## src/design/hrsz_pkg.sv

```systemverilog
package hrsz_pkg;

	// Accumulator widths
	localparam int COUNT_WIDTH = 32;
	localparam int SUM_WIDTH   = 48;
	localparam int CNT_BITS    = $clog2(SUM_WIDTH);

	localparam int RATE_WIDTH  = 16;
	localparam int ZONE_COUNT  = 5;
	localparam int ZONE_WIDTH  = 3;
	localparam int CFG_WIDTH   = 32;
	localparam int IDX_WIDTH   = $clog2(ZONE_COUNT);
	localparam int TOTAL_WIDTH = 32;

	localparam logic [COUNT_WIDTH-1:0] COUNT_MAX = '1;

	// Flag bit positions
	localparam int FLAG_WIDE_BIT = 0;

	// Contact field codes, raw and reported
	localparam logic [1:0] CONTACT_RAW_NONE   = 2'b10;
	localparam logic [1:0] CONTACT_RAW_SEEN   = 2'b11;
	localparam logic [1:0] CONTACT_UNSUPPORTED = 2'd0;
	localparam logic [1:0] CONTACT_NO_CONTACT  = 2'd1;
	localparam logic [1:0] CONTACT_DETECTED    = 2'd2;

	typedef struct packed {
		logic accept;
		logic zone_en;
		logic div_start;
		logic mean_load;
		logic out_load;
	} cmd_t;

	typedef struct packed {
		logic acc_taken;
		logic div_done;
	} sts_t;

	typedef struct packed {
		logic [RATE_WIDTH-1:0]  heart_rate;
		logic [RATE_WIDTH-1:0]  minimum_rate;
		logic [RATE_WIDTH-1:0]  maximum_rate;
		logic [RATE_WIDTH-1:0]  average_rate;
		logic [TOTAL_WIDTH-1:0] sample_total;
		logic [ZONE_WIDTH-1:0]  zone;
		logic [1:0]             contact_status;
	} result_t;

endpackage

```

## src/design/hrsz_in_if.sv

```systemverilog
interface hrsz_in_if;
	logic       valid;
	logic       ready;
	logic [7:0] flags_byte;
	logic [7:0] rate_low_byte;
	logic [7:0] rate_high_byte;

	modport source (output valid, output flags_byte, output rate_low_byte,
		output rate_high_byte, input ready);
	modport sink (input valid, input flags_byte, input rate_low_byte,
		input rate_high_byte, output ready);
endinterface

```

## src/design/hrsz_out_if.sv

```systemverilog
interface hrsz_out_if;
	logic                               valid;
	logic                               ready;
	logic [hrsz_pkg::RATE_WIDTH-1:0]    heart_rate;
	logic [hrsz_pkg::RATE_WIDTH-1:0]    minimum_rate;
	logic [hrsz_pkg::RATE_WIDTH-1:0]    maximum_rate;
	logic [hrsz_pkg::RATE_WIDTH-1:0]    average_rate;
	logic [hrsz_pkg::TOTAL_WIDTH-1:0]   sample_total;
	logic [hrsz_pkg::ZONE_WIDTH-1:0]    zone;
	logic [1:0]                         contact_status;

	modport source (output valid, output heart_rate, output minimum_rate,
		output maximum_rate, output average_rate, output sample_total,
		output zone, output contact_status, input ready);
	modport sink (input valid, input heart_rate, input minimum_rate,
		input maximum_rate, input average_rate, input sample_total,
		input zone, input contact_status, output ready);
endinterface

```

## src/design/hrsz_div.sv

```systemverilog
module hrsz_div (
	input  logic                              clk,
	input  logic                              arst_n,
	input  logic                              start,
	input  logic [hrsz_pkg::SUM_WIDTH-1:0]    dividend,
	input  logic [hrsz_pkg::COUNT_WIDTH-1:0]  divisor,
	output logic                              done,
	output logic [hrsz_pkg::RATE_WIDTH-1:0]   quotient
);

	logic                                busy_q;
	logic                                done_q;
	logic [hrsz_pkg::CNT_BITS-1:0]       step_q;
	logic [hrsz_pkg::COUNT_WIDTH-1:0]    rem_q;
	logic [hrsz_pkg::SUM_WIDTH-1:0]      quo_q;
	logic [hrsz_pkg::COUNT_WIDTH-1:0]    div_q;
	logic [hrsz_pkg::COUNT_WIDTH:0]      trial;
	logic [hrsz_pkg::COUNT_WIDTH:0]      diff;
	logic                                fits;

	// Shift in the next dividend bit and try a subtract
	assign trial = {rem_q, quo_q[hrsz_pkg::SUM_WIDTH-1]};
	assign diff  = trial - {1'b0, div_q};
	assign fits  = trial >= {1'b0, div_q};

	// Sequence one quotient bit a cycle, MSB first
	always_ff @(posedge clk or negedge arst_n) begin
		if (!arst_n) begin
			busy_q <= 1'b0;
			done_q <= 1'b0;
			step_q <= '0;
		end else begin
			done_q <= 1'b0;
			if (start) begin
				busy_q <= 1'b1;
				step_q <= hrsz_pkg::CNT_BITS'(hrsz_pkg::SUM_WIDTH - 1);
			end else if (busy_q) begin
				if (step_q == '0) begin
					busy_q <= 1'b0;
					done_q <= 1'b1;
				end else begin
					step_q <= step_q - 1'b1;
				end
			end
		end
	end

	// Hold remainder and quotient bits
	always_ff @(posedge clk) begin
		if (start) begin
			rem_q <= '0;
			quo_q <= dividend;
			div_q <= divisor;
		end else if (busy_q) begin
			rem_q <= fits ? diff[hrsz_pkg::COUNT_WIDTH-1:0] : trial[hrsz_pkg::COUNT_WIDTH-1:0];
			quo_q <= {quo_q[hrsz_pkg::SUM_WIDTH-2:0], fits};
		end
	end

	// Mean never exceeds the largest rate, so the low bits carry it all
	assign done     = done_q;
	assign quotient = quo_q[hrsz_pkg::RATE_WIDTH-1:0];

endmodule

```

## src/design/hrsz_dpath.sv

```systemverilog
module hrsz_dpath (
	input  logic                              clk,
	input  logic                              arst_n,
	input  logic [7:0]                        flags_byte,
	input  logic [7:0]                        rate_low_byte,
	input  logic [7:0]                        rate_high_byte,
	input  logic                              cfg_we,
	input  logic [hrsz_pkg::IDX_WIDTH-1:0]    cfg_index,
	input  logic [hrsz_pkg::CFG_WIDTH-1:0]    cfg_data,
	input  hrsz_pkg::cmd_t                    cmd,
	output hrsz_pkg::sts_t                    sts,
	output hrsz_pkg::result_t                 result
);

	logic [hrsz_pkg::CFG_WIDTH-1:0]   bounds_q [hrsz_pkg::ZONE_COUNT];
	logic [hrsz_pkg::RATE_WIDTH-1:0]  last_q;
	logic [hrsz_pkg::RATE_WIDTH-1:0]  min_q;
	logic [hrsz_pkg::RATE_WIDTH-1:0]  max_q;
	logic [hrsz_pkg::SUM_WIDTH-1:0]   sum_q;
	logic [hrsz_pkg::COUNT_WIDTH-1:0] count_q;
	logic [hrsz_pkg::RATE_WIDTH-1:0]  mean_q;
	logic [hrsz_pkg::ZONE_WIDTH-1:0]  zone_q;
	logic [1:0]                       contact_q;
	logic                             acc_q;
	hrsz_pkg::result_t                result_q;

	logic [hrsz_pkg::RATE_WIDTH-1:0]  rate;
	logic [hrsz_pkg::SUM_WIDTH:0]     sum_next;
	logic                             acc_ok;
	logic [1:0]                       contact;
	logic [hrsz_pkg::ZONE_WIDTH-1:0]  zone_next;
	logic [63:0]                      count_ext;
	logic                             div_done;
	logic [hrsz_pkg::RATE_WIDTH-1:0]  quotient;

	// Assemble the rate from one or two bytes
	assign rate = flags_byte[hrsz_pkg::FLAG_WIDE_BIT] ? {rate_high_byte, rate_low_byte}
		: {8'h00, rate_low_byte};

	// Accumulate only nonzero rates, and only while count and sum have room
	assign sum_next = {1'b0, sum_q} + {{(hrsz_pkg::SUM_WIDTH + 1 - hrsz_pkg::RATE_WIDTH){1'b0}}, rate};
	assign acc_ok   = (rate != '0) && (count_q != hrsz_pkg::COUNT_MAX)
		&& !sum_next[hrsz_pkg::SUM_WIDTH];

	// Decode the contact bits
	always_comb begin
		unique case (flags_byte[2:1])
			hrsz_pkg::CONTACT_RAW_NONE: contact = hrsz_pkg::CONTACT_NO_CONTACT;
			hrsz_pkg::CONTACT_RAW_SEEN: contact = hrsz_pkg::CONTACT_DETECTED;
			default:                    contact = hrsz_pkg::CONTACT_UNSUPPORTED;
		endcase
	end

	// Pick the highest zone that strictly encloses the last rate, else keep the current zone
	always_comb begin
		zone_next = zone_q;
		for (int z = 0; z < hrsz_pkg::ZONE_COUNT; z++) begin
			if ((bounds_q[z][15:0] < last_q) && (bounds_q[z][31:16] > last_q))
				zone_next = hrsz_pkg::ZONE_WIDTH'(z + 1);
		end
	end

	// Write zone bounds; drop indexes beyond the list
	always_ff @(posedge clk or negedge arst_n) begin
		if (!arst_n) begin
			for (int z = 0; z < hrsz_pkg::ZONE_COUNT; z++)
				bounds_q[z] <= '0;
		end else if (cfg_we && (cfg_index < hrsz_pkg::IDX_WIDTH'(hrsz_pkg::ZONE_COUNT))) begin
			bounds_q[cfg_index] <= cfg_data;
		end
	end

	// Update statistics on each request, zone in the cycle after
	always_ff @(posedge clk or negedge arst_n) begin
		if (!arst_n) begin
			last_q    <= '0;
			min_q     <= '0;
			max_q     <= '0;
			sum_q     <= '0;
			count_q   <= '0;
			mean_q    <= '0;
			zone_q    <= '0;
			contact_q <= hrsz_pkg::CONTACT_UNSUPPORTED;
			acc_q     <= 1'b0;
		end else begin
			if (cmd.accept) begin
				last_q    <= rate;
				contact_q <= contact;
				acc_q     <= acc_ok;
				if (rate != '0) begin
					if ((min_q == '0) || (min_q > rate))
						min_q <= rate;
					if (max_q < rate)
						max_q <= rate;
				end
				if (acc_ok) begin
					sum_q   <= sum_next[hrsz_pkg::SUM_WIDTH-1:0];
					count_q <= count_q + 1'b1;
				end
			end
			if (cmd.zone_en)
				zone_q <= zone_next;
			if (cmd.mean_load)
				mean_q <= quotient;
		end
	end

	hrsz_div u_div (
		.clk      (clk),
		.arst_n   (arst_n),
		.start    (cmd.div_start),
		.dividend (sum_q),
		.divisor  (count_q),
		.done     (div_done),
		.quotient (quotient)
	);

	// Saturate the reported count
	assign count_ext = 64'(count_q);

	// Hold the finished result for the output side
	always_ff @(posedge clk) begin
		if (cmd.out_load) begin
			result_q.heart_rate     <= last_q;
			result_q.minimum_rate   <= min_q;
			result_q.maximum_rate   <= max_q;
			result_q.average_rate   <= mean_q;
			result_q.sample_total   <= (count_ext > 64'hFFFF_FFFF) ? '1
				: count_ext[hrsz_pkg::TOTAL_WIDTH-1:0];
			result_q.zone           <= zone_q;
			result_q.contact_status <= contact_q;
		end
	end

	assign result        = result_q;
	assign sts.acc_taken = acc_q;
	assign sts.div_done  = div_done;

endmodule

```

## src/design/hrsz_ctrl.sv

```systemverilog
module hrsz_ctrl (
	input  logic            clk,
	input  logic            arst_n,
	input  logic            in_valid,
	input  logic            out_ready,
	input  hrsz_pkg::sts_t  sts,
	output logic            in_ready,
	output logic            out_valid,
	output hrsz_pkg::cmd_t  cmd
);

	localparam logic [1:0] ST_IDLE = 2'd0;
	localparam logic [1:0] ST_ZONE = 2'd1;
	localparam logic [1:0] ST_DIV  = 2'd2;
	localparam logic [1:0] ST_PUSH = 2'd3;

	logic [1:0] state_q;
	logic [1:0] state_next;
	logic       out_valid_q;
	logic       out_free;

	assign out_free = !out_valid_q || out_ready;

	// Sequence one request: update, zone, divide when the sample was accumulated, hand off
	always_comb begin
		state_next    = state_q;
		cmd           = '0;
		unique case (state_q)
			ST_IDLE: begin
				if (in_valid) begin
					cmd.accept = 1'b1;
					state_next = ST_ZONE;
				end
			end
			ST_ZONE: begin
				cmd.zone_en = 1'b1;
				if (sts.acc_taken) begin
					cmd.div_start = 1'b1;
					state_next    = ST_DIV;
				end else begin
					state_next = ST_PUSH;
				end
			end
			ST_DIV: begin
				if (sts.div_done) begin
					cmd.mean_load = 1'b1;
					state_next    = ST_PUSH;
				end
			end
			ST_PUSH: begin
				if (out_free) begin
					cmd.out_load = 1'b1;
					state_next   = ST_IDLE;
				end
			end
			default: state_next = ST_IDLE;
		endcase
	end

	always_ff @(posedge clk or negedge arst_n) begin
		if (!arst_n) begin
			state_q     <= ST_IDLE;
			out_valid_q <= 1'b0;
		end else begin
			state_q <= state_next;
			if (cmd.out_load)
				out_valid_q <= 1'b1;
			else if (out_ready)
				out_valid_q <= 1'b0;
		end
	end

	assign in_ready  = (state_q == ST_IDLE);
	assign out_valid = out_valid_q;

endmodule

```

## src/design/heart_rate_stats_zone.sv

```systemverilog
// Channel   Dir  Payload
// in_ch     in   flags_byte, rate_low_byte, rate_high_byte
// out_ch    out  heart_rate, minimum_rate, maximum_rate, average_rate,
//                sample_total, zone, contact_status
// cfg_*     in   cfg_we, cfg_index (zone register 0..4), cfg_data
//
// One request at a time: when the accumulators are frozen or the rate is
// zero the divide is skipped; when the average is recomputed, the 48-step
// restoring divider (one quotient bit per cycle) runs before the hand-off.
// A finished result waits in the output register while the next request
// is taken; the core stalls only if a second result is ready before the
// first one leaves. Reset clears statistics, zone bounds and all control.
module heart_rate_stats_zone (
	input  logic                            clk,
	input  logic                            arst_n,
	hrsz_in_if.sink                         in_ch,
	hrsz_out_if.source                      out_ch,
	input  logic                            cfg_we,
	input  logic [hrsz_pkg::IDX_WIDTH-1:0]  cfg_index,
	input  logic [hrsz_pkg::CFG_WIDTH-1:0]  cfg_data
);

	hrsz_pkg::cmd_t    cmd;
	hrsz_pkg::sts_t    sts;
	hrsz_pkg::result_t result;

	hrsz_ctrl u_ctrl (
		.clk       (clk),
		.arst_n    (arst_n),
		.in_valid  (in_ch.valid),
		.out_ready (out_ch.ready),
		.sts       (sts),
		.in_ready  (in_ch.ready),
		.out_valid (out_ch.valid),
		.cmd       (cmd)
	);

	hrsz_dpath u_dpath (
		.clk            (clk),
		.arst_n         (arst_n),
		.flags_byte     (in_ch.flags_byte),
		.rate_low_byte  (in_ch.rate_low_byte),
		.rate_high_byte (in_ch.rate_high_byte),
		.cfg_we         (cfg_we),
		.cfg_index      (cfg_index),
		.cfg_data       (cfg_data),
		.cmd            (cmd),
		.sts            (sts),
		.result         (result)
	);

	// Drive the result channel payload
	assign out_ch.heart_rate     = result.heart_rate;
	assign out_ch.minimum_rate   = result.minimum_rate;
	assign out_ch.maximum_rate   = result.maximum_rate;
	assign out_ch.average_rate   = result.average_rate;
	assign out_ch.sample_total   = result.sample_total;
	assign out_ch.zone           = result.zone;
	assign out_ch.contact_status = result.contact_status;

endmodule
```

## src/flat_wrapper.sv

```systemverilog
// flat-port wrapper written by rule: the top's interface ports become plain ports
module heart_rate_stats_zone_flat 
  (clk, arst_n, cfg_we, cfg_index, cfg_data, in_ch_valid, in_ch_flags_byte, in_ch_rate_low_byte, in_ch_rate_high_byte, in_ch_ready, out_ch_valid, out_ch_heart_rate, out_ch_minimum_rate, out_ch_maximum_rate, out_ch_average_rate, out_ch_sample_total, out_ch_zone, out_ch_contact_status, out_ch_ready);
  hrsz_in_if in_ch_i ();
  hrsz_out_if out_ch_i ();
  input  logic clk;
  input  logic arst_n;
  input  logic cfg_we;
  input  logic [hrsz_pkg::IDX_WIDTH-1:0] cfg_index;
  input  logic [hrsz_pkg::CFG_WIDTH-1:0] cfg_data;
  input wire logic [$bits(in_ch_i.valid)-1:0] in_ch_valid;
  input wire logic [$bits(in_ch_i.flags_byte)-1:0] in_ch_flags_byte;
  input wire logic [$bits(in_ch_i.rate_low_byte)-1:0] in_ch_rate_low_byte;
  input wire logic [$bits(in_ch_i.rate_high_byte)-1:0] in_ch_rate_high_byte;
  output wire logic [$bits(in_ch_i.ready)-1:0] in_ch_ready;
  output wire logic [$bits(out_ch_i.valid)-1:0] out_ch_valid;
  output wire logic [$bits(out_ch_i.heart_rate)-1:0] out_ch_heart_rate;
  output wire logic [$bits(out_ch_i.minimum_rate)-1:0] out_ch_minimum_rate;
  output wire logic [$bits(out_ch_i.maximum_rate)-1:0] out_ch_maximum_rate;
  output wire logic [$bits(out_ch_i.average_rate)-1:0] out_ch_average_rate;
  output wire logic [$bits(out_ch_i.sample_total)-1:0] out_ch_sample_total;
  output wire logic [$bits(out_ch_i.zone)-1:0] out_ch_zone;
  output wire logic [$bits(out_ch_i.contact_status)-1:0] out_ch_contact_status;
  input wire logic [$bits(out_ch_i.ready)-1:0] out_ch_ready;
  assign in_ch_i.valid = in_ch_valid;
  assign in_ch_i.flags_byte = in_ch_flags_byte;
  assign in_ch_i.rate_low_byte = in_ch_rate_low_byte;
  assign in_ch_i.rate_high_byte = in_ch_rate_high_byte;
  assign in_ch_ready = in_ch_i.ready;
  assign out_ch_valid = out_ch_i.valid;
  assign out_ch_heart_rate = out_ch_i.heart_rate;
  assign out_ch_minimum_rate = out_ch_i.minimum_rate;
  assign out_ch_maximum_rate = out_ch_i.maximum_rate;
  assign out_ch_average_rate = out_ch_i.average_rate;
  assign out_ch_sample_total = out_ch_i.sample_total;
  assign out_ch_zone = out_ch_i.zone;
  assign out_ch_contact_status = out_ch_i.contact_status;
  assign out_ch_i.ready = out_ch_ready;
  heart_rate_stats_zone u_core (.clk(clk), .arst_n(arst_n), .in_ch(in_ch_i), .out_ch(out_ch_i), .cfg_we(cfg_we), .cfg_index(cfg_index), .cfg_data(cfg_data));
endmodule
```

## config.mk

```make
export PLATFORM = sky130hd
export DESIGN_NAME = heart_rate_stats_zone_flat
export DESIGN_NICKNAME = d
export VERILOG_FILES = /design/src/design/hrsz_pkg.sv /design/src/design/hrsz_in_if.sv /design/src/design/hrsz_out_if.sv /design/src/design/hrsz_div.sv /design/src/design/hrsz_dpath.sv /design/src/design/hrsz_ctrl.sv /design/src/design/heart_rate_stats_zone.sv /design/src/flat_wrapper.sv
export SDC_FILE = /design/constraint.sdc
export NUM_CORES = 1
export LEC_CHECK = 0
export ABC_CLOCK_PERIOD_IN_PS = 10800
export BUFFER_PORTS_ARGS = -buffer_cell sky130_fd_sc_hd__buf_2
export CORE_MARGIN = 1.5
export CORE_UTILIZATION = 50
export CTS_CLUSTER_DIAMETER = 100
export DETAILED_ROUTE_END_ITERATION = 8
export PLACE_DENSITY_LB_ADDON = 0.05
export SYNTH_ARGS = -nofsm -noshare
export SYNTH_HDL_FRONTEND = slang
export SYNTH_HIERARCHICAL = 1
export SYNTH_SLANG_ARGS = --single-unit
```

## constraint.sdc

```tcl
create_clock -name clk -period 10.8 [get_ports clk]
set_clock_uncertainty 0.2 [all_clocks]
set_input_delay 1.08 -clock clk [delete_from_list [all_inputs] [get_ports clk]]
set_output_delay 1.08 -clock clk [all_outputs]
set_load 0.01 [all_outputs]
```

==> results by group <==
Timing
  – Fmax: 238 MHz
  – Slew @ Worst Pin: 1030 ps
  – Hold WS: 245 ps
  – Setup_tns: 0 ps
  – Tmin final: approximately 4200 ps
  – Unrepaired setup endpoints after global routing: no
  – Slew Viols, Final: 0
  – Final Hold Vio Count: 0
  – Fin crit share: 38.8%
  – Setup violators final: 0
  – Rel. slew slack: roughly 31%

Clock network
  – CTS Buf Count: 58
  – Post-CTS setup buffers: 0
  – Register clock-pin slew on the reported worst setup and hold paths: roughly 60 ps
  – Longest Clk Path Bufs: 3
  – Clock sinks: 534
  – Clk Latency, worst-skew pair: 630 ps
  – Gates resized, CTS repair: 0
  – Post-CTS Hold Buffers: 0
  – Max H-tree Level: 2
  – CTS tree: yes
  – Root Driver: clkbuf_16

Die
  – Die Y: around 240 um
  – Initial core utilization: 50.4%
  – CORE AREA: 53,700 um^2
  – Die Span X: 236 um
  – Total die area: 55,500 um^2
  – Top-Level Pins: ~170
  – Std-Cell Rows: 85

Synth
  – Syn nets: 2,536
  – Unique masters post-synth: 82
  – Register area share after synthesis: 52.1%
  – Mapped Area: roughly 27,000 um^2
  – Yosys warnings: 6
  – Synth Instances: 2,229
  – Number of synthesized flops with an enable pin: 181
  – Mean area per synthesized cell: 12.1 um^2
  – Synthesized flop and latch total: 534
  – Ys flop type: dfrtp_1
  – Synth async-reset ratio: 60.1%

Final layout
  – Layout cells sized above 1: 22.7%
  – Final #Nets: 2,693
  – Final core utilization: 56.7%
  – Antenna cell count: 0
  – Final-layout fill cell count: roughly 4.5k
  – Syn-to-layout area delta: 12.5%

Worst setup path
  – Worst Path Required: 11,100 ps
  – FF-to-FF Start: u_core/u_dpath/sum_q[0]$_DFFE_PN0P_
  – WS Path Type: in2reg
  – Flop-to-flop setup slack: 6880 ps
  – Crit path DAT: roughly 4500 ps
  – Setup crit start: in_ch_rate_low_byte[0]
  – CP Max Fanout: 50
  – Worst setup path end: u_core/u_dpath/count_q[24]$_DFFE_PN0P_
  – R2R depth: 10
  – Worst R2R End: u_core/u_dpath/count_q[24]$_DFFE_PN0P_
  – Crit path launch type: primary input
  – Critical Path End Type: register

GRT
  – Tot GR Track Use: 23.6%
  – Initial antenna violation count: 2
  – Largest net degree at the start of global routing: 101
  – First-pass GRT wire length: 103,000 um
  – Grt total ovfl: 0
  – Vias in the first global route: 18.5k

Placement
  – Dpl hpwl: 44,800 um
  – Final GP Congestion: slightly below 0.9
  – # port buffers: between 150 and 200

Power and ir drop
  – Switching pwr: 1.08 mW
  – Switching part of the total power: between 20 and 25%
  – Comb power frac: under 10%
  – PwrDens: 153 nW/um^2
  – Peak supply drop: 0.123 mV
  – Power Total: 4.66 mW
  – Seq pwr share: 49.0%
  – Lkg Pwr: 14.3 nW
  – Internal power: 3.58 mW
  – Clock Power Share: 43.4%

Routing
  – Max layer used: met5
  – Final ANT Viol Nets: 0
  – Drt total wl: 64,300 um
  – DR vias: roughly 18k
  – 1st-pass router iterations: 5
  – Drt via density: 5.71
  – Met2 WL post-DR: 29,100 um
  – Drt wl/cell: 20.5 um
  – DR iter-0 viols: 928
  – DRC viols: 0
  – Wl on met1: 30,300 um
  – Met3 WL: 3150 um

Worst hold path
  – Hold crit path type: reg2reg

Outcome
  – Outcome: finished, final reports clean

Run
  – MaxCap Viol Count: 0
## through the flow
stage,setup WS [ps],instance area (um^2),instances
after global routing,6350,30500,3132
after CTS,6690,30500,3132
after global placement,6080,28500,3022
final,6610,30500,3132
after floorplan,6830,27100,2229
after detailed placement,6050,28500,3022
## registers in the layout, indices dropped and copies added (netlist names)
signal                       count
u_core/u_dpath/u_div/quo_q      48
u_core/u_dpath/u_div/done        1
u_core/u_dpath/count_q          32
u_core/u_dpath/sum_q            48
u_core/u_dpath/acc_q             1
u_core/u_dpath/mean_q           16
u_core/u_dpath/max_q            16
u_core/u_dpath/bounds_q        160
u_core/u_dpath/contact_q         2
u_core/u_dpath/result          101
u_core/u_dpath/u_div/busy_q      1
u_core/u_dpath/zone_q            3
u_core/u_dpath/last_q           16
u_core/u_dpath/u_div/rem_q      32
u_core/u_ctrl/state_q            2
u_core/u_ctrl/out_valid          1
u_core/u_dpath/min_q            16
u_core/u_dpath/u_div/step_q      6
u_core/u_dpath/u_div/div_q      32
## worst min-delay path by stage
| stage | startpoint | slack, ps | end | cells after the start |
|---|---|---|---|---|
| floorplan | u_core/u_dpath/mean_q[0]$_DFFE_PN0P_ | 220 | u_core/u_dpath/result[37]$_DFFE_PP_ | 0 |
| global placement | u_core/u_dpath/mean_q[5]$_DFFE_PN0P_ | 230 | u_core/u_dpath/result[42]$_DFFE_PP_ | 0 |
| detailed placement | u_core/u_dpath/mean_q[5]$_DFFE_PN0P_ | 230 | u_core/u_dpath/result[42]$_DFFE_PP_ | 0 |
| CTS | u_core/u_dpath/mean_q[13]$_DFFE_PN0P_ | 250 | u_core/u_dpath/result[50]$_DFFE_PP_ | 0 |
| global route | u_core/u_dpath/mean_q[11]$_DFFE_PN0P_ | 250 | u_core/u_dpath/result[48]$_DFFE_PP_ | 0 |
| finish | u_core/u_dpath/mean_q[13]$_DFFE_PN0P_ | 240 | u_core/u_dpath/result[50]$_DFFE_PP_ | 0 |
## cell type report
class | instances | area [um^2] | share of cell area, %
clock buffers | 85 | 1740 | 5.70
clock inverters | 25 | 230 | 0.756
inverters | 98 | 368 | 1.21
multi-input cells | 1514 | 12200 | 40.0
flip-flops and latches | 534 | 14100 | 46.3
well taps | 696 | 871 | 2.86
repair buffers | 180 | 958 | 3.15
## cell usage after synthesis, types with 16 or more instances
| cell | instances | area (um^2) |
|---|---|---|
| dfrtp_1 | 321 | 8030 |
| ha_1 | 241 | 3020 |
| mux2_2 | 238 | 2680 |
| edfxtp_1 | 181 | 5440 |
| nand2_1 | 150 | 563 |
| a21oi_1 | 110 | 551 |
| inv_1 | 97 | 364 |
| o21ai_0 | 88 | 440 |
| nor2_1 | 85 | 319 |
| xnor2_1 | 68 | 596 |
| a21o_1 | 57 | 428 |
| nand4_1 | 53 | 332 |
| nand3_1 | 50 | 250 |
| clkbuf_1 | 47 | 176 |
| xor2_1 | 35 | 307 |
| dfxtp_1 | 32 | 641 |
| nand2b_1 | 28 | 175 |
| a211oi_1 | 27 | 203 |
| buf_4 | 22 | 165 |
| mux2i_1 | 21 | 210 |
| nor2b_1 | 19 | 119 |
| nor3_1 | 18 | 90.1 |
| o211ai_1 | 18 | 135 |
| a22o_1 | 17 | 149 |
| a31oi_1 | 16 | 100 |
| nor4_1 | 16 | 100 |
## worst max-delay path, stage by stage
cell and delay [ps]:
buf_2 180, ha_1 270, fa_1 440, a211oi_1 290, o21ai_1 190, o2111ai_1 400, a2111oi_2 140, or3_4 630
nor3_2 510, nand4_1 190, xnor2_1 150
## layout by cell type (no fill, tap or decap), types with 17 or more instances in the layout
cell type / count
buf_4: 19
inv_1: 96
nand2b_1: 28
xnor2_1: 68
nand3_1: 50
a211oi_1: 27
mux2i_1: 21
nand2_1: 150
a21oi_1: 110
nor2b_1: 19
a21o_1: 57
mux2_2: 238
dfrtp_1: 320
o21ai_0: 88
dfxtp_1: 32
edfxtp_1: 181
nor2_1: 85
o211ai_1: 18
ha_1: 241
a22o_1: 17
buf_2: 160
clkbuf_16: 61
xor2_1: 35
nand4_1: 53
## power groups by stage
| stage | clock network [mW] | registers (mW) | logic (mW) |
|---|---|---|---|
| final | 2.03 | 2.29 | 0.351 |
| after global routing | 2.15 | 2.30 | 0.398 |
| after detailed placement | 0 | 2.33 | 0.350 |
| after floorplan | 0 | 2.30 | 0.244 |
| after global placement | 0 | 2.32 | 0.335 |
| after CTS | 2.08 | 2.29 | 0.354 |
## layer usage
metal,vias up,GRT usage [%]
met5,-,0
met4,2,6.98
met3,85,4.37
met2,349,37.2
met1,8923,33.2
li1,8524,-
## kinds of logic (layout without fill, tap and decap cells)
group | after synthesis | count (layout) | synth area share, %
flops | 534 | 534 | 52.1
simple gates | 500 | 500 | 9.71
compound gates | 408 | 408 | 9.88
mux | 260 | 260 | 10.7
fa+ha+maj | 243 | 243 | 11.3
buf+inv | 181 | 388 | 2.94
xor+xnor | 103 | 103 | 3.33
No activity file was read; power rests on OpenSTA's default activity.
